$ cat src/rtl/core/ssff_pkg.sv
`default_nettype none

package ssff_pkg;

  // Walk phases
  typedef enum logic [2:0] {
    PH_IDLE    = 3'd0,
    PH_TYPE    = 3'd1,
    PH_LEN     = 3'd2,
    PH_SKIP    = 3'd3,
    PH_SCAN    = 3'd4,
    PH_DATA    = 3'd5,
    PH_STRINGS = 3'd6,
    PH_INDEX   = 3'd7
  } phase_t;

  // Result outcome codes
  typedef enum logic [1:0] {
    OUT_WALKING   = 2'd0,
    OUT_FOUND     = 2'd1,
    OUT_NOT_FOUND = 2'd2
  } outcome_t;

  // Configuration register indexes
  typedef enum logic [2:0] {
    REG_QUERY_KIND      = 3'd0,
    REG_TARGET_TYPE     = 3'd1,
    REG_FIELD_OFFSET    = 3'd2,
    REG_FIELD_LENGTH    = 3'd3,
    REG_TABLE_LENGTH    = 3'd4,
    REG_STRUCTURE_COUNT = 3'd5
  } reg_index_t;

  localparam int unsigned CFG_INDEX_W = 3;
  localparam int unsigned CFG_DATA_W  = 16;

  localparam logic [7:0]  END_MARK_TYPE = 8'd127;
  localparam logic [17:0] MIN_LEFT      = 18'd6;
  localparam logic [7:0]  MIN_OFFSET    = 8'd2;
  localparam logic [7:0]  MIN_LENGTH    = 8'd4;

  localparam logic        QUERY_DATA    = 1'b0;

endpackage

`default_nettype wire

$ cat src/rtl/core/ssff_in_if.sv
`default_nettype none

interface ssff_in_if;
  logic       valid;
  logic       ready;
  logic [7:0] table_byte;
  logic       first_byte;

  modport source (output valid, output table_byte, output first_byte, input ready);
  modport sink   (input valid, input table_byte, input first_byte, output ready);
endinterface

`default_nettype wire

$ cat src/rtl/core/ssff_out_if.sv
`default_nettype none

interface ssff_out_if;
  logic       valid;
  logic       ready;
  logic [7:0] out_byte;
  logic       byte_valid;
  logic [1:0] outcome;
  logic       done_res;

  modport source (output valid, output out_byte, output byte_valid, output outcome,
                  output done_res, input ready);
  modport sink   (input valid, input out_byte, input byte_valid, input outcome,
                  input done_res, output ready);
endinterface

`default_nettype wire

$ cat src/rtl/core/ssff_cfg_if.sv
`default_nettype none

interface ssff_cfg_if;
  import ssff_pkg::*;
  logic                   valid;
  logic                   ready;
  logic [CFG_INDEX_W-1:0] index;
  logic [CFG_DATA_W-1:0]  data;

  modport source (output valid, output index, output data, input ready);
  modport sink   (input valid, input index, input data, output ready);
endinterface

`default_nettype wire

$ cat src/rtl/core/smbios_structure_field_finder.sv
// SMBIOS structure table walker. The table streams in on item_in, one byte per
// item in address order; first_byte marks offset zero and starts a new walk
// (dropping any walk in progress). Results leave on item_out: each returned
// field byte or string character is one item, and the walk closes with one
// item carrying done_res and outcome found or not found.
// The query is set on cfg (query kind, target type, field offset, field
// length, table length, structure count); cfg is always ready and its
// registers are read live by the walk.
// Every byte is handled as it is taken: the walk state is updated and any
// result is loaded into the output register at the edge the byte is taken,
// so results appear in the cycle after their byte. One byte per cycle is
// sustained while results are taken; the single output register sets this rate.
// When the receiver stalls, the waiting result holds and item_in.ready drops
// until it is taken; a byte arriving as the held result is taken is accepted
// in the same cycle.
// Reset (rst, synchronous) empties the output register, ends any walk and
// restores the register defaults (offset 2, length 1, all else zero).
`default_nettype none

module smbios_structure_field_finder (
  input  wire          clk,
  input  wire          rst,
  ssff_in_if.sink      item_in,
  ssff_out_if.source   item_out,
  ssff_cfg_if.sink     cfg
);
  import ssff_pkg::*;

  // Configuration registers
  logic        query_kind;
  logic [7:0]  target_type;
  logic [7:0]  field_offset;
  logic [7:0]  field_length;
  logic [15:0] table_length;
  logic [15:0] structure_count;

  // Walk state and next values
  phase_t      walk_phase, walk_phase_next;
  logic [16:0] table_offset, table_offset_next;
  logic [15:0] structures_left, structures_left_next;
  logic [7:0]  position_in_structure, position_in_structure_next;
  logic [7:0]  structure_type, structure_type_next;
  logic [7:0]  structure_length, structure_length_next;
  logic [7:0]  string_number, string_number_next;
  logic        previous_byte_zero, previous_byte_zero_next;
  logic        walk_done, walk_done_next;

  // Output register
  logic        res_valid;
  logic [7:0]  res_byte;
  logic        res_byte_valid;
  outcome_t    res_outcome;
  logic        res_done;

  // Per-byte working values
  logic        in_take;
  logic [7:0]  b;
  logic [8:0]  fend;
  logic [8:0]  pos_inc;
  logic [16:0] cur_offset;
  phase_t      cur_phase;
  logic        cur_done;
  logic [7:0]  cur_pos;
  logic        fin;
  outcome_t    fin_outcome;
  logic        fin_byte_valid;
  logic        put;
  logic        hit;
  logic        field_hit;
  logic        field_last;
  logic        gen_valid;
  logic [7:0]  gen_byte;
  logic        gen_byte_valid;
  outcome_t    gen_outcome;
  logic        gen_done;

  function automatic logic can_start(input logic [17:0] off, input logic [15:0] tl,
                                     input logic [15:0] left);
    can_start = (off + MIN_LEFT <= {2'b00, tl}) && (left != 16'd0);
  endfunction

  assign cfg.ready     = 1'b1;
  assign in_take       = item_in.valid && item_in.ready;
  assign item_in.ready = !res_valid || item_out.ready;
  assign b             = item_in.table_byte;
  assign fend          = {1'b0, field_offset} + {1'b0, field_length};

  // Take the state as it stands after a possible restart
  assign cur_offset = item_in.first_byte ? 17'd0 : table_offset;
  assign cur_phase  = item_in.first_byte ? PH_TYPE : walk_phase;
  assign cur_done   = item_in.first_byte ? 1'b0 : walk_done;
  assign cur_pos    = item_in.first_byte ? 8'd0 : position_in_structure;
  assign pos_inc    = {1'b0, cur_pos} + 9'd1;
  assign field_hit  = (cur_pos >= field_offset) && ({1'b0, cur_pos} < fend);
  assign field_last = ((cur_pos >= field_offset) && (pos_inc >= fend)) ||
                      (pos_inc >= {1'b0, structure_length});
  assign hit        = (structure_type == target_type) &&
                      ((query_kind == QUERY_DATA) ? (fend <= {1'b0, b})
                                                  : (field_offset < b));

  // Advance the walk by one table byte
  always_comb begin
    walk_phase_next            = walk_phase;
    table_offset_next          = table_offset;
    structures_left_next       = structures_left;
    position_in_structure_next = position_in_structure;
    structure_type_next        = structure_type;
    structure_length_next      = structure_length;
    string_number_next         = string_number;
    previous_byte_zero_next    = previous_byte_zero;
    walk_done_next             = walk_done;
    fin                        = 1'b0;
    fin_outcome                = OUT_NOT_FOUND;
    fin_byte_valid             = 1'b0;
    put                        = 1'b0;

    if (item_in.first_byte) begin
      walk_done_next             = 1'b0;
      table_offset_next          = 17'd0;
      structures_left_next       = structure_count;
      walk_phase_next            = PH_TYPE;
      position_in_structure_next = 8'd0;
    end

    if (item_in.first_byte && ((field_offset < MIN_OFFSET) ||
        !can_start(18'd0, table_length, structure_count))) begin
      fin = 1'b1;
    end else if (!cur_done) begin
      table_offset_next = cur_offset + 17'd1;
      case (cur_phase)
        PH_TYPE: begin
          if (b == END_MARK_TYPE) begin
            fin = 1'b1;
          end else begin
            structures_left_next       = structures_left_next - 16'd1;
            structure_type_next        = b;
            position_in_structure_next = 8'd1;
            walk_phase_next            = PH_LEN;
          end
        end
        PH_LEN: begin
          if (b < MIN_LENGTH) begin
            fin = 1'b1;
          end else begin
            structure_length_next      = b;
            position_in_structure_next = 8'd2;
            if (hit && query_kind == QUERY_DATA) begin
              if (field_length == 8'd0) begin
                fin         = 1'b1;
                fin_outcome = OUT_FOUND;
              end else begin
                walk_phase_next = PH_DATA;
              end
            end else if (hit) begin
              string_number_next = 8'd0;
              walk_phase_next    = PH_INDEX;
            end else begin
              walk_phase_next = PH_SKIP;
            end
          end
        end
        PH_SKIP, PH_INDEX, PH_DATA: begin
          if (cur_phase == PH_DATA && field_last) begin
            fin            = 1'b1;
            fin_outcome    = OUT_FOUND;
            fin_byte_valid = field_hit;
          end else if (cur_phase == PH_INDEX && cur_pos == field_offset && b == 8'd0) begin
            fin = 1'b1;
          end else begin
            put = (cur_phase == PH_DATA) && field_hit;
            if (cur_phase == PH_INDEX && cur_pos == field_offset) begin
              string_number_next = b;
            end
            position_in_structure_next = pos_inc[7:0];
            if (pos_inc >= {1'b0, structure_length}) begin
              if (cur_phase == PH_INDEX) begin
                walk_phase_next         = PH_STRINGS;
                previous_byte_zero_next = 1'b1;
              end else begin
                walk_phase_next            = PH_SCAN;
                position_in_structure_next = 8'd0;
              end
            end
          end
        end
        PH_SCAN: begin
          if (cur_pos != 8'd0 && previous_byte_zero && b == 8'd0) begin
            if (!can_start({1'b0, cur_offset} + 18'd1, table_length, structures_left)) begin
              fin = 1'b1;
            end else begin
              walk_phase_next            = PH_TYPE;
              position_in_structure_next = 8'd0;
            end
          end else if ({1'b0, cur_offset} + 18'd2 > {2'b00, table_length}) begin
            fin = 1'b1;
          end else begin
            previous_byte_zero_next    = (b == 8'd0);
            position_in_structure_next = 8'd1;
          end
        end
        PH_STRINGS: begin
          if (string_number == 8'd0 || cur_offset >= {1'b0, table_length}) begin
            fin = 1'b1;
          end else if (string_number > 8'd1) begin
            if (previous_byte_zero && b == 8'd0) begin
              fin = 1'b1;
            end else if (b == 8'd0) begin
              string_number_next      = string_number - 8'd1;
              previous_byte_zero_next = 1'b1;
            end else begin
              previous_byte_zero_next = 1'b0;
            end
          end else if (b == 8'd0) begin
            fin         = 1'b1;
            fin_outcome = OUT_FOUND;
          end else begin
            previous_byte_zero_next = 1'b0;
            put                     = 1'b1;
          end
        end
        default: begin
          fin = 1'b1;
        end
      endcase
    end

    if (fin) begin
      walk_done_next  = 1'b1;
      walk_phase_next = PH_IDLE;
    end
  end

  // Form the result of this byte
  always_comb begin
    gen_valid      = fin || put;
    gen_byte_valid = fin ? fin_byte_valid : put;
    gen_byte       = gen_byte_valid ? b : 8'd0;
    gen_outcome    = fin ? fin_outcome : OUT_WALKING;
    gen_done       = fin;
  end

  // Configuration writes
  always_ff @(posedge clk) begin
    if (rst) begin
      query_kind      <= 1'b0;
      target_type     <= 8'd0;
      field_offset    <= 8'd2;
      field_length    <= 8'd1;
      table_length    <= 16'd0;
      structure_count <= 16'd0;
    end else if (cfg.valid) begin
      case (reg_index_t'(cfg.index))
        REG_QUERY_KIND:      query_kind      <= cfg.data[0];
        REG_TARGET_TYPE:     target_type     <= cfg.data[7:0];
        REG_FIELD_OFFSET:    field_offset    <= cfg.data[7:0];
        REG_FIELD_LENGTH:    field_length    <= cfg.data[7:0];
        REG_TABLE_LENGTH:    table_length    <= cfg.data;
        REG_STRUCTURE_COUNT: structure_count <= cfg.data;
        default: ;
      endcase
    end
  end

  // Walk state register
  always_ff @(posedge clk) begin
    if (rst) begin
      walk_phase            <= PH_IDLE;
      table_offset          <= 17'd0;
      structures_left       <= 16'd0;
      position_in_structure <= 8'd0;
      structure_type        <= 8'd0;
      structure_length      <= 8'd0;
      string_number         <= 8'd0;
      previous_byte_zero    <= 1'b0;
      walk_done             <= 1'b1;
    end else if (in_take) begin
      walk_phase            <= walk_phase_next;
      table_offset          <= table_offset_next;
      structures_left       <= structures_left_next;
      position_in_structure <= position_in_structure_next;
      structure_type        <= structure_type_next;
      structure_length      <= structure_length_next;
      string_number         <= string_number_next;
      previous_byte_zero    <= previous_byte_zero_next;
      walk_done             <= walk_done_next;
    end
  end

  // Output register: load on a taken byte, drop when the item is taken
  always_ff @(posedge clk) begin
    if (rst) begin
      res_valid <= 1'b0;
    end else if (in_take) begin
      res_valid <= gen_valid;
    end else if (item_out.ready) begin
      res_valid <= 1'b0;
    end
  end

  always_ff @(posedge clk) begin
    if (in_take) begin
      res_byte       <= gen_byte;
      res_byte_valid <= gen_byte_valid;
      res_outcome    <= gen_outcome;
      res_done       <= gen_done;
    end
  end

  assign item_out.valid      = res_valid;
  assign item_out.out_byte   = res_byte;
  assign item_out.byte_valid = res_byte_valid;
  assign item_out.outcome    = res_outcome;
  assign item_out.done_res   = res_done;

endmodule

`default_nettype wire

$ cat src/flat_wrapper.sv
// flat-port wrapper written by rule: the top's interface ports become plain ports
module smbios_structure_field_finder_flat import ssff_pkg::*;
  (clk, rst, item_in_valid, item_in_table_byte, item_in_first_byte, item_in_ready, item_out_valid, item_out_out_byte, item_out_byte_valid, item_out_outcome, item_out_done_res, item_out_ready, cfg_valid, cfg_index, cfg_data, cfg_ready);
  ssff_in_if item_in_i ();
  ssff_out_if item_out_i ();
  ssff_cfg_if cfg_i ();
  input  wire clk;
  input  wire rst;
  input wire logic [$bits(item_in_i.valid)-1:0] item_in_valid;
  input wire logic [$bits(item_in_i.table_byte)-1:0] item_in_table_byte;
  input wire logic [$bits(item_in_i.first_byte)-1:0] item_in_first_byte;
  output wire logic [$bits(item_in_i.ready)-1:0] item_in_ready;
  output wire logic [$bits(item_out_i.valid)-1:0] item_out_valid;
  output wire logic [$bits(item_out_i.out_byte)-1:0] item_out_out_byte;
  output wire logic [$bits(item_out_i.byte_valid)-1:0] item_out_byte_valid;
  output wire logic [$bits(item_out_i.outcome)-1:0] item_out_outcome;
  output wire logic [$bits(item_out_i.done_res)-1:0] item_out_done_res;
  input wire logic [$bits(item_out_i.ready)-1:0] item_out_ready;
  input wire logic [$bits(cfg_i.valid)-1:0] cfg_valid;
  input wire logic [$bits(cfg_i.index)-1:0] cfg_index;
  input wire logic [$bits(cfg_i.data)-1:0] cfg_data;
  output wire logic [$bits(cfg_i.ready)-1:0] cfg_ready;
  assign item_in_i.valid = item_in_valid;
  assign item_in_i.table_byte = item_in_table_byte;
  assign item_in_i.first_byte = item_in_first_byte;
  assign item_in_ready = item_in_i.ready;
  assign item_out_valid = item_out_i.valid;
  assign item_out_out_byte = item_out_i.out_byte;
  assign item_out_byte_valid = item_out_i.byte_valid;
  assign item_out_outcome = item_out_i.outcome;
  assign item_out_done_res = item_out_i.done_res;
  assign item_out_i.ready = item_out_ready;
  assign cfg_i.valid = cfg_valid;
  assign cfg_i.index = cfg_index;
  assign cfg_i.data = cfg_data;
  assign cfg_ready = cfg_i.ready;
  smbios_structure_field_finder u_core (.clk(clk), .rst(rst), .item_in(item_in_i), .item_out(item_out_i), .cfg(cfg_i));
endmodule
$ cat config.mk
export PLATFORM = sky130hd
export DESIGN_NAME = smbios_structure_field_finder_flat
export DESIGN_NICKNAME = d
export VERILOG_FILES = /design/src/rtl/core/ssff_pkg.sv /design/src/rtl/core/ssff_in_if.sv /design/src/rtl/core/ssff_out_if.sv /design/src/rtl/core/ssff_cfg_if.sv /design/src/rtl/core/smbios_structure_field_finder.sv /design/src/flat_wrapper.sv
export SDC_FILE = /design/constraint.sdc
export NUM_CORES = 1
export LEC_CHECK = 0
export BUFFER_PORTS_ARGS = -buffer_cell sky130_fd_sc_hd__buf_2
export CAP_MARGIN = 20
export CORE_MARGIN = 10
export CORE_UTILIZATION = 50
export CTS_CLUSTER_DIAMETER = 30
export DETAILED_ROUTE_END_ITERATION = 6
export PLACE_DENSITY_LB_ADDON = 0.05
export SLEW_MARGIN = 20
export SYNTH_ARGS = -nofsm -noshare
export SYNTH_HDL_FRONTEND = slang
export SYNTH_SLANG_ARGS = --single-unit
export TNS_END_PERCENT = 1
$ cat constraint.sdc
create_clock -name clk -period 9.8 [get_ports clk]
set_input_delay 0.98 -clock clk [delete_from_list [all_inputs] [get_ports clk]]
set_output_delay 0.98 -clock clk [all_outputs]
set_load 0.05 [all_outputs]
==> run_results.csv, run 1 <==
group,metric,value,unit
yosys,synth_cell_types,79,
die,chipWidth,166,µm
sta,fin_skew,18.2,ps
pwr,combPwrFrac,13.9,%
setup_path,crit_path_cell_trace,"buf_4, inv_2, nand2_1, ha_1, nand2_1, a2111oi_2, nand2_1, xnor2_1, ha_1, nand4_1, nor3_1, a21oi_1, a211oi_2, a31oi_1, nor3_1, a22oi_1, or4_1, a31o_1",
yosys,syn_area_per_cell,7.55,µm²
yosys,synth-edff-count,12,
die,io_pins,48,
sta,hold_viol_final,0,
setup_path,cp_top_family,"compound AO/OA/AOI/OAI gates",
pwr,p_leak,0.00471,µW
layout,final_common_cell,"nand2_1",
yosys,ys.warnings.count,0,
routing,drtPass1Iterations,5,
hold_path,min_from,"u_core.structures_left[1]$_SDFFE_PP0P_",
global_routing,gr-usage-all-layers,22.9,%
setup_path,r2r_start,"u_core.field_offset[1]$_SDFFE_PP1P_",
setup_path,critPathLaunchType,"input pin",
hold_path,hold_depth,2,
sta,tns,0,ps
layout,final_cell_count_no_fill,1701,
clocking,postCtsSetupBuffers,0,
clocking,cts_resized,0,
global_routing,busiest_layer,"met2",
clocking,h-tree-depth,4,
pwr,power.total,1460,µW
yosys,ys.flop_type,"dfxtp_1",
sta,max_freq,0.186,GHz
pwr,power.internal,1010,µW
hold_path,hp-class,"flop to flop",
setup_path,r2r_slack,5180,ps
hold_path,min_to,"u_core.structures_left[1]$_SDFFE_PP0P_",
setup_path,crit_type,"input pin to flop",
status,status,"finished, final reports clean",
yosys,postSynthCellCount,1412,
die,core_area,0.0210,mm²
placement,place_hpwl,24.7,mm
sta,tightest_slew,953,ps
setup_path,crit_arrival,5680,ps
pwr,swShare,30.4,%
pwr,power.switching,442,µW
run,maxCapViolations,0,
layout,final.fill_count,2051,
routing,drtAntennaViolNets,0,
setup_path,critPathMaxStageDelay,800,ps
global_routing,use_met3,3.76,%
setup_path,cp_slowest_cell,"a2111oi_2",
global_routing,first_global_vias,9472,
routing,vias,10300,
setup_path,cp_common_cell,"nand2_1",
global_routing,antenna_found_initial,0,
sta,setup_viol,0,
yosys,seq_area_frac_synth,27.4,%
layout,diodes,0,
sta,finalCriticalPeriod,5370,ps
die,dieArea,0.0276,mm²
layout,area_delta_synth_final,8.74,%
pwr,peakVddDrop,0.0912,mV
setup_path,critPathBufInv,2,
global_routing,grt_first_pass_wirelength,52.0,mm
yosys,synth-seq-cells,140,
clocking,tritoncts,"done",
routing,post_drt_wl_per_cell,19.3,µm
placement,io_buffer_count,46,
routing,first_iter_violations,992,
layout,nets,1556,
layout,drive_gt1_share,7.15,%
global_routing,globalRouteMet2Util,35.2,%
layout,final_cell_mix,"nand2_1 (188), a21oi_1 (147), nor2_1 (143)",
setup_path,worstPathMaxFanout,37,
global_routing,grt_max_degree,83,
global_routing,grt-ovfl-total,0,
routing,wl,32.9,mm
layout,final_area,0.0116,mm²
yosys,syn_nets,1555,
sta,relSlewSlack,36.0,%
sta,period_share,54.8,%
clocking,cts_hold_buffers,0,
clocking,root_buffer,"clkbuf_16",
setup_path,r2r.worst_path.cells,15,
placement,routabilityCongestion,0.950,
clocking,clk_path_buf_depth,2,
placement,placedCellCount,1669,
placement,post_dp_cell_area,0.0110,mm²
routing,drc,0,
die,initial_core_util,50.7,%
routing,via_per_inst,6.04,
yosys,async_reset_ff_share,0,%
yosys,synth_area,0.0107,mm²
sta,rsz0062_at_grt,"no",
setup_path,worstReg2RegEnd,"u_core.position_in_structure[0]$_SDFFE_PP0P_",
global_routing,grtUsageMet1,32.2,%
sta,finalMaxSlewViolations,0,
die,die_h,166,µm
setup_path,cp.required,10110,ps
pwr,seqPwrFrac,41.5,%
clocking,insertion_delay,430,ps
die,fp-row-count,53,
clocking,cts_made_buffers,17,
setup_path,setup.worst_path.end_class,"flop",
pwr,clock_power_share,44.6,%
clocking,cts.sinks,140,
pwr,powerDensity,126,mW/mm²
clocking,path_clk_slew,70,ps
## metal layers
metal	share of wire, %	routed length [µm]
met4	1.9	617
met1	46	15200
met5	0	0
met2	44	14600
met3	7.3	2410
## sequential cells by signal (all words and copies together), names as in the netlist
register,count
u_core.table_offset,17
u_core.structure_count,16
u_core.structures_left,16
u_core.table_length,16
u_core.field_length,8
u_core.field_offset,8
u_core.item_out.out_byte,8
u_core.position_in_structure,8
u_core.string_number,8
u_core.structure_length,8
u_core.structure_type,8
u_core.target_type,8
u_core.walk_phase,3
u_core.item_out.outcome,2
u_core.item_out.byte_valid,1
u_core.item_out.done_res,1
u_core.item_out.valid,1
u_core.previous_byte_zero,1
u_core.query_kind,1
u_core.walk_done,1
## per-stage QoR
step	hold slack, ps	utilization, %	setup slack [ps]
after global routing	499	55.1	4070
after CTS	471	55.1	4510
after global placement	455	52.4	4230
final	467	55.1	4430
after floorplan	439	-	4490
after detailed placement	461	52.4	4080
## power groups by stage
| stage | clock network, µW | logic [µW] | registers [µW] |
|---|---|---|---|
| 4_1_cts | 658 | 200 | 604 |
| 2_1_floorplan | 0 | 131 | 621 |
| 3_3_place_gp | 0 | 198 | 617 |
| 6_report | 649 | 202 | 605 |
| 5_1_grt | 686 | 222 | 606 |
| 3_5_place_dp | 0 | 199 | 617 |
## worst reg2reg max path, delay by kind of cell, from the launching register on
kind                     cells  cell delay, ps
adder cells (fa/ha/maj)      2             610
flip-flops                   1             450
AO/OA/AOI/OAI                9            2700
AND/OR/NAND/NOR              3             670
buffers and inverters        1             100
## cell type report
type / instances / area (µm²) / area share [%]
Clock buffer: 18 / 429 / 3.70
Timing Repair Buffer: 51 / 273 / 2.35
Tap cell: 275 / 344 / 2.97
Clock inverter: 14 / 153 / 1.32
Multi-Input combinational cell: 1128 / 7180 / 62.0
Sequential cell: 140 / 2920 / 25.2
Inverter: 75 / 282 / 2.43
## synthesized netlist by cell type (10+ instances only)
| cell type | count | area share (%) |
|---|---|---|
| a211oi_1 | 19 | 1.3 |
| a21o_1 | 17 | 1.2 |
| a21oi_1 | 147 | 6.9 |
| a31oi_1 | 12 | 0.70 |
| clkbuf_1 | 57 | 2.0 |
| dfxtp_1 | 128 | 24 |
| edfxtp_1 | 12 | 3.4 |
| ha_1 | 109 | 13 |
| inv_1 | 72 | 2.5 |
| mux2i_1 | 35 | 3.3 |
| nand2_1 | 188 | 6.6 |
| nand2b_1 | 19 | 1.1 |
| nand3_1 | 35 | 1.6 |
| nand4_1 | 31 | 1.8 |
| nor2_1 | 143 | 5.0 |
| nor2b_1 | 30 | 1.8 |
| nor3_1 | 42 | 2.0 |
| nor4_1 | 20 | 1.2 |
| o211ai_1 | 10 | 0.70 |
| o21a_1 | 13 | 0.92 |
| o21ai_0 | 43 | 2.0 |
| o21ai_1 | 15 | 0.70 |
| or3_1 | 13 | 0.76 |
| xnor2_1 | 27 | 2.2 |
| xor2_1 | 25 | 2.1 |
## worst max-delay path by stage
stage | start | end | slack, ps | depth (start not counted)
after floorplan | item_in_first_byte | u_core.position_in_structure[0]$_SDFFE_PP0P_ | 4490 | 20
after global placement | item_in_first_byte | u_core.position_in_structure[0]$_SDFFE_PP0P_ | 4230 | 18
after detailed placement | item_in_first_byte | u_core.position_in_structure[0]$_SDFFE_PP0P_ | 4080 | 18
after CTS | item_in_first_byte | u_core.position_in_structure[0]$_SDFFE_PP0P_ | 4510 | 18
after global routing | item_in_first_byte | u_core.walk_phase[1]$_SDFFE_PP0P_ | 4070 | 18
final | item_in_first_byte | u_core.position_in_structure[0]$_SDFFE_PP0P_ | 4430 | 18
## cells by family after synthesis
| family | Yosys count | share of synthesized area [%] |
|---|---|---|
| compound gates | 355 | 21.2 |
| xor+xnor | 52 | 4.27 |
| fa+ha+maj | 110 | 13.0 |
| buf+inv | 144 | 5.15 |
| flops | 140 | 27.4 |
| mux | 36 | 3.39 |
| other cells | 1 | 0.0352 |
| simple gates | 574 | 25.5 |
Note: power is estimated with default switching activity, not from simulation.
==> run 2, diff against run 1 <==
==> constraint.sdc (replaced) <==
create_clock -name clk -period 5.2 [get_ports clk]
set_input_delay 0.52 -clock clk [delete_from_list [all_inputs] [get_ports clk]]
set_output_delay 0.52 -clock clk [all_outputs]
set_load 0.05 [all_outputs]
==> run 2 against run 1 <==
  * Total power rose by 85%
  * Flip-flop and latch count did not move
  * Largest power group unchanged
  * Sequential share of layout area fell by 0.098 points
  * Largest cell class unchanged
  * Clock skew fell by 5.7 ps
  * Worst setup slack got worse by 3700 ps
  * Clock power rose by 79%
  * First-iteration DRC count rose by 6.0%
  * Critical endpoint is now u_core.walk_phase[1]$_SDFFE_PP0P_
==> run_results.csv, run 2 (synthesized netlist as in run 1, its figures left out) <==
group,metric,value,unit
routing,wl,33.7,mm
sta,tns,0,ps
pwr,powerDensity,231,mW/mm²
global_routing,antenna_found_initial,0,
layout,largest_reg_flops,17,
status,status,"finished, final reports clean",
routing,drtPass1Iterations,6,
global_routing,grt-ovfl-total,0,
sta,max_freq,0.224,GHz
layout,final.fill_count,2062,
pwr,p_leak,0.00474,µW
sta,rsz0062_at_grt,"no",
routing,first_iter_violations,1052,
setup_path,setup.worst_path.end_class,"flop",
setup_path,crit_type,"flop to flop",
placement,routabilityCongestion,0.976,
global_routing,gr-usage-all-layers,23.5,%
layout,drive_gt1_share,7.87,%
clocking,h-tree-depth,4,
hold_path,hp-class,"input pin to flop",
setup_path,r2r_start,"u_core.position_in_structure[0]$_SDFFE_PP0P_",
routing,post_drt_wl_per_cell,19.7,µm
layout,diodes,0,
sta,period_share,85.7,%
sta,hold_viol_final,0,
setup_path,critPathLaunchType,"flop",
clocking,root_buffer,"clkbuf_16",
die,die_h,166,µm
layout,seqCellArea,0.00292,mm²
die,initial_core_util,50.7,%
clocking,cts_hold_buffers,0,
clocking,cts_made_buffers,17,
setup_path,cp-startpoint,"u_core.position_in_structure[0]$_SDFFE_PP0P_",
layout,nets,1566,
routing,drtAntennaViolNets,0,
routing,drc,0,
layout,area_delta_synth_final,9.16,%
layout,largest_register,"u_core.table_offset",
setup_path,crit_arrival,4780,ps
die,chipWidth,166,µm
die,core_area,0.0210,mm²
clocking,postCtsSetupBuffers,0,
setup_path,r2r_slack,740,ps
layout,final_cell_mix,"nand2_1 (188), a21oi_1 (147), nor2_1 (142)",
placement,io_buffer_count,46,
global_routing,grt_first_pass_wirelength,53.6,mm
global_routing,grt_max_degree,74,
clocking,path_clk_slew,70,ps
die,dieArea,0.0276,mm²
run,maxCapViolations,0,
setup_path,worstPathMaxFanout,6,
clocking,clk_path_buf_depth,2,
pwr,peakVddDrop,0.184,mV
sta,setup_viol,0,
placement,post_dp_cell_area,0.0111,mm²
clocking,tritoncts,"done",
setup_path,worstReg2RegEnd,"u_core.walk_phase[1]$_SDFFE_PP0P_",
sta,finalCriticalPeriod,4460,ps
die,io_pins,48,
sta,fin_skew,12.5,ps
setup_path,crit_end,"u_core.walk_phase[1]$_SDFFE_PP0P_",
layout,multi_input_area,0.00719,mm²
die,fp-row-count,53,
sta,finalMaxSlewViolations,0,
routing,vias,10400,
setup_path,r2r.worst_path.cells,14,
placement,place_hpwl,25.5,mm
clocking,cts.sinks,140,
layout,final_common_cell,"nand2_1",
layout,final_area,0.0116,mm²
sta,relSlewSlack,34.4,%
sta,tightest_slew,976,ps
clocking,cts_resized,0,
routing,via_per_inst,6.09,
setup_path,cp.required,5530,ps
global_routing,first_global_vias,9757,
clocking,insertion_delay,420,ps
==> run 2: cell count changes in the layout (fill, tap and decap cells not counted), sizes merged <==
cell / delta
buf: +10
inv: -2
clkinv: +1
clkbuf: +1
clkinvlp: +1
bufinv: -1
==> run 2: through the flow <==
stage / hold slack [ps] / worst slack [ps] / utilization, % / instances / total power (µW)
after floorplan: 439 / 349 / - / 1412 / 1420
after global placement: 454 / 473 / 52.7 / 1679 / 1540
after detailed placement: 458 / 533 / 52.7 / 1679 / 1540
after CTS: 333 / 809 / 55.3 / 1711 / 2700
after global routing: 335 / 555 / 55.3 / 1711 / 2790
final: 340 / 744 / 55.3 / 1711 / 2690
==> run 2: metal layers <==
metal  vias to the layer above  GRT usage, %  wire length [µm]
li1                       5075             -                 -
met3                        33          4.14              2180
met4                         0          6.20               554
met2                       361          35.8             14800
met1                      4951          33.2             16100
met5                         -             0                 0
==> run 2: layout make-up <==
class / instances / area share, %
tap: 275 / 2.96
clock inverter: 13 / 0.914
clock buffer: 19 / 3.81
multi-input combinational: 1128 / 61.8
sequential: 140 / 25.1
timing repair buffer: 61 / 2.99
inverter: 75 / 2.42
==> run 2: worst min-delay path by stage <==
stage,slack (ps),depth (start not counted),end,start
final,340,3,u_core.structure_count[13]$_SDFFE_PP0P_,cfg_data[13]
after global routing,330,3,u_core.table_length[10]$_SDFFE_PP0P_,cfg_data[10]
after CTS,330,3,u_core.structure_count[13]$_SDFFE_PP0P_,cfg_data[13]
after detailed placement,460,2,u_core.structures_left[1]$_SDFFE_PP0P_,u_core.structures_left[1]$_SDFFE_PP0P_
after global placement,450,2,u_core.structures_left[1]$_SDFFE_PP0P_,u_core.structures_left[1]$_SDFFE_PP0P_
after floorplan,440,2,u_core.structures_left[1]$_SDFFE_PP0P_,u_core.structures_left[1]$_SDFFE_PP0P_
==> run 2: power by group <==
part | internal, µW | switching (µW) | leakage, µW
Sequential | 1110 | 28.1 | 0.00116
Combinational | 122 | 261 | 0.00332
Clock | 634 | 529 | 0.000267
==> run 2: critical path, cell delays in order, from the launching register on <==
cell and delay (ps):
dfxtp_1 370, nor2b_1 540, inv_2 210, nor3_1 370, mux2i_1 450, ha_1 320
a21o_1 180, a21o_1 170, a211oi_1 250, o21ai_1 250, a21o_1 320, a22oi_4 280
o211ai_2 150, and2_4 190, a2111oi_4 320
==> run 3, diff against run 2 <==
--- a/config.mk
+++ b/config.mk
@@ -5,7 +5,8 @@
 export SDC_FILE = /design/constraint.sdc
 export NUM_CORES = 1
 export LEC_CHECK = 0
-export BUFFER_PORTS_ARGS = -buffer_cell sky130_fd_sc_hd__buf_2
+export ABC_AREA = 1
+export BUFFER_PORTS_ARGS = -buffer_cell sky130_fd_sc_hd__buf_4
 export CAP_MARGIN = 20
 export CORE_MARGIN = 10
 export CORE_UTILIZATION = 50
==> run 3 against run 2 <==
  * Critical path depth is 7 higher
  * Total power is 8.9% higher
  * Worst hold slack better by 9.9 ps
  * Cell count is 9.5% higher
  * Fmax is 6.5% higher
  * First-iteration DRC count is 4.9% lower
  * Flip-flop and latch count stayed put
  * Via count is 0.93% lower
  * Area after synthesis is 0.75% higher
  * Largest cell class unchanged
==> run_results.csv, run 3 <==
group,metric,value,unit
global_routing,gr-usage-all-layers,22.9,%
yosys,syn_nets,1700,
yosys,ys.warnings.count,0,
placement,routabilityCongestion,0.970,
setup_path,cp.required,5500,ps
setup_path,cp_slowest_cell,"dfxtp_1",
setup_path,r2r.worst_path.cells,21,
sta,fin_skew,19.0,ps
sta,setup_viol,0,
pwr,peakVddDrop,0.235,mV
pwr,powerDensity,247,mW/mm²
layout,largest_reg_flops,17,
yosys,synth-edff-count,12,
setup_path,cp-startpoint,"u_core.field_offset[2]$_SDFFE_PP0P_",
setup_path,critPathLaunchType,"flop",
clocking,clk_path_buf_depth,2,
layout,drive_gt1_share,9.89,%
yosys,yosys.area.top_type,"dfxtp_1",
placement,io_buffer_count,46,
yosys,async_reset_ff_share,0,%
routing,first_iter_violations,1000,
yosys,synth-seq-cells,140,
layout,area_delta_synth_final,10.3,%
clocking,insertion_delay,430,ps
global_routing,grt_first_pass_wirelength,52.4,mm
layout,nets,1729,
routing,via_per_inst,5.51,
yosys,seq_area_frac_synth,27.2,%
setup_path,r2r_start,"u_core.field_offset[2]$_SDFFE_PP0P_",
setup_path,critPathMaxStageDelay,410,ps
yosys,yosysMostFrequentCell,"nand2_1",
global_routing,antenna_found_initial,0,
routing,post_drt_wl_per_cell,17.5,µm
routing,vias,10300,
layout,final_cell_mix,"nand2_1 (233), inv_1 (213), nor2_1 (186)",
clocking,tritoncts,"done",
sta,finalMaxSlewViolations,0,
run,maxCapViolations,0,
yosys,synth_area,0.0107,mm²
yosys,synthTopCellsByArea,"dfxtp_1 (24%), ha_1 (13%), nand2_1 (8.1%), inv_1 (7.5%), a21oi_1 (7.0%)",
sta,max_freq,0.239,GHz
routing,drtAntennaViolNets,0,
hold_path,hp-class,"input pin to flop",
setup_path,worstPathMaxFanout,15,
clocking,cts_hold_buffers,0,
placement,post_dp_cell_area,0.0113,mm²
die,dieArea,0.0277,mm²
setup_path,setup.worst_path.end_class,"flop",
yosys,ys.flop_type,"dfxtp_1",
sta,finalCriticalPeriod,4190,ps
hold_path,hold_depth,3,
layout,final_common_cell,"nand2_1",
die,io_pins,48,
sta,tightest_slew,1000,ps
pwr,p_leak,0.00548,µW
die,fp-row-count,53,
die,die_h,167,µm
clocking,postCtsSetupBuffers,0,
sta,relSlewSlack,33.0,%
global_routing,grt-ovfl-total,0,
sta,period_share,80.5,%
setup_path,crit_arrival,4490,ps
sta,tns,0,ps
clocking,h-tree-depth,4,
layout,diodes,0,
status,status,"finished, final reports clean",
yosys,syn_area_per_cell,6.90,µm²
layout,final_area,0.0118,mm²
clocking,cts_made_buffers,17,
routing,drc,0,
clocking,path_clk_slew,70,ps
sta,hold_viol_final,0,
global_routing,first_global_vias,9692,
yosys,synth.top_cell.area_share,23.9,%
global_routing,grt_max_degree,53,
die,initial_core_util,50.9,%
routing,wl,32.7,mm
yosys,synth_common_cells,"nand2_1 (233), inv_1 (215), nor2_1 (186), a21oi_1 (150), o21ai_0 (131)",
clocking,cts_resized,0,
yosys,postSynthCellCount,1557,
clocking,root_buffer,"clkbuf_16",
sta,rsz0062_at_grt,"no",
die,core_area,0.0211,mm²
clocking,cts.sinks,140,
placement,place_hpwl,25.3,mm
die,chipWidth,167,µm
layout,largest_register,"u_core.table_offset",
routing,drtPass1Iterations,5,
setup_path,crit_type,"flop to flop",
setup_path,crit_path_cell_trace,"ha_1, a21oi_1, nand2_1, a21oi_1, o21bai_1, a21oi_1, o21bai_1, xnor2_1, inv_1, ha_1, inv_1, nor2_1, nand4_1, nand3_1, nand2_1, nand4_1, nand2_1, o21ai_1, nand2_1, o21ai_0, a21oi_1",
hold_path,min_from,"cfg_data[15]",
yosys,synth_cell_types,57,
==> run 3: changes by cell type in the layout (fill, tap and decap cells not counted), sizes merged, moves of 30 or more <==
cell and delta:
o21ai +84, nand2 +52, mux2i -33, nand3 +48
nor2 +64, inv +155, nor2b -30
==> run 3: final cells by class <==
class	count	area (µm²)
clock buffer	18	439
fill	2144	9240
clock inverter	13	133
sequential	140	2920
timing repair buffer	56	420
inverter	231	868
tap	275	344
multi-input combinational	1140	6720
==> run 3: worst paths after layout <==
check                                             to  slack (ps)
max reg2reg     u_core.string_number[3]$_SDFFE_PP0P_        1010
min reg2reg     u_core.table_offset[11]$_SDFFE_PP0P_         470
min          u_core.structure_count[15]$_SDFFE_PP0P_         350
max             u_core.string_number[3]$_SDFFE_PP0P_        1010
==> run 3: power by group <==
group / internal [µW] / switching [µW]
Combinational: 169 / 367
Sequential: 1130 / 30.5
Clock: 683 / 547
==> run 3: per-layer routing <==
layer  track usage, %  vias to the layer above  routed length (µm)
li1                 -                     5223                   -
met1             34.0                     4771               16500
met2             34.5                      300               13900
met3             3.46                       29                1970
met4             4.20                        0                 389
met5                0                        -                   0
==> run 3: cell families after synthesis <==
kind of cell / Yosys count / synth area share [%]
and+or+nand+nor: 623 / 27.2
AOI/OAI and AO/OA: 341 / 17.1
buffers and inverters: 277 / 10.3
DFF: 140 / 27.2
adders and majority gates: 110 / 12.9
xor gates and xnor gates: 63 / 5.14
muxes: 2 / 0.186
other: 1 / 0.0349
==> run 3: worst max-delay path: cells and delay by family, from the launching register on <==
family          cells  cell delay (ps)
compound gates      8             1250
xor+xnor            1              370
fa+ha+maj           2              590
buf+inv             2              150
flops               1              410
simple gates        8             1290
==> run 3: through the flow <==
step                      cells  total power [µW]  util [%]  hold WS [ps]  setup WS [ps]
after floorplan            1557              1550         -           443            909
after global placement     1842              1710      53.4           455            845
after detailed placement   1842              1710      53.4           459            711
after CTS                  1873              2940      56.1           351           1060
after global routing       1873              3050      56.2           369            640
final                      1873              2930      56.2           349           1010
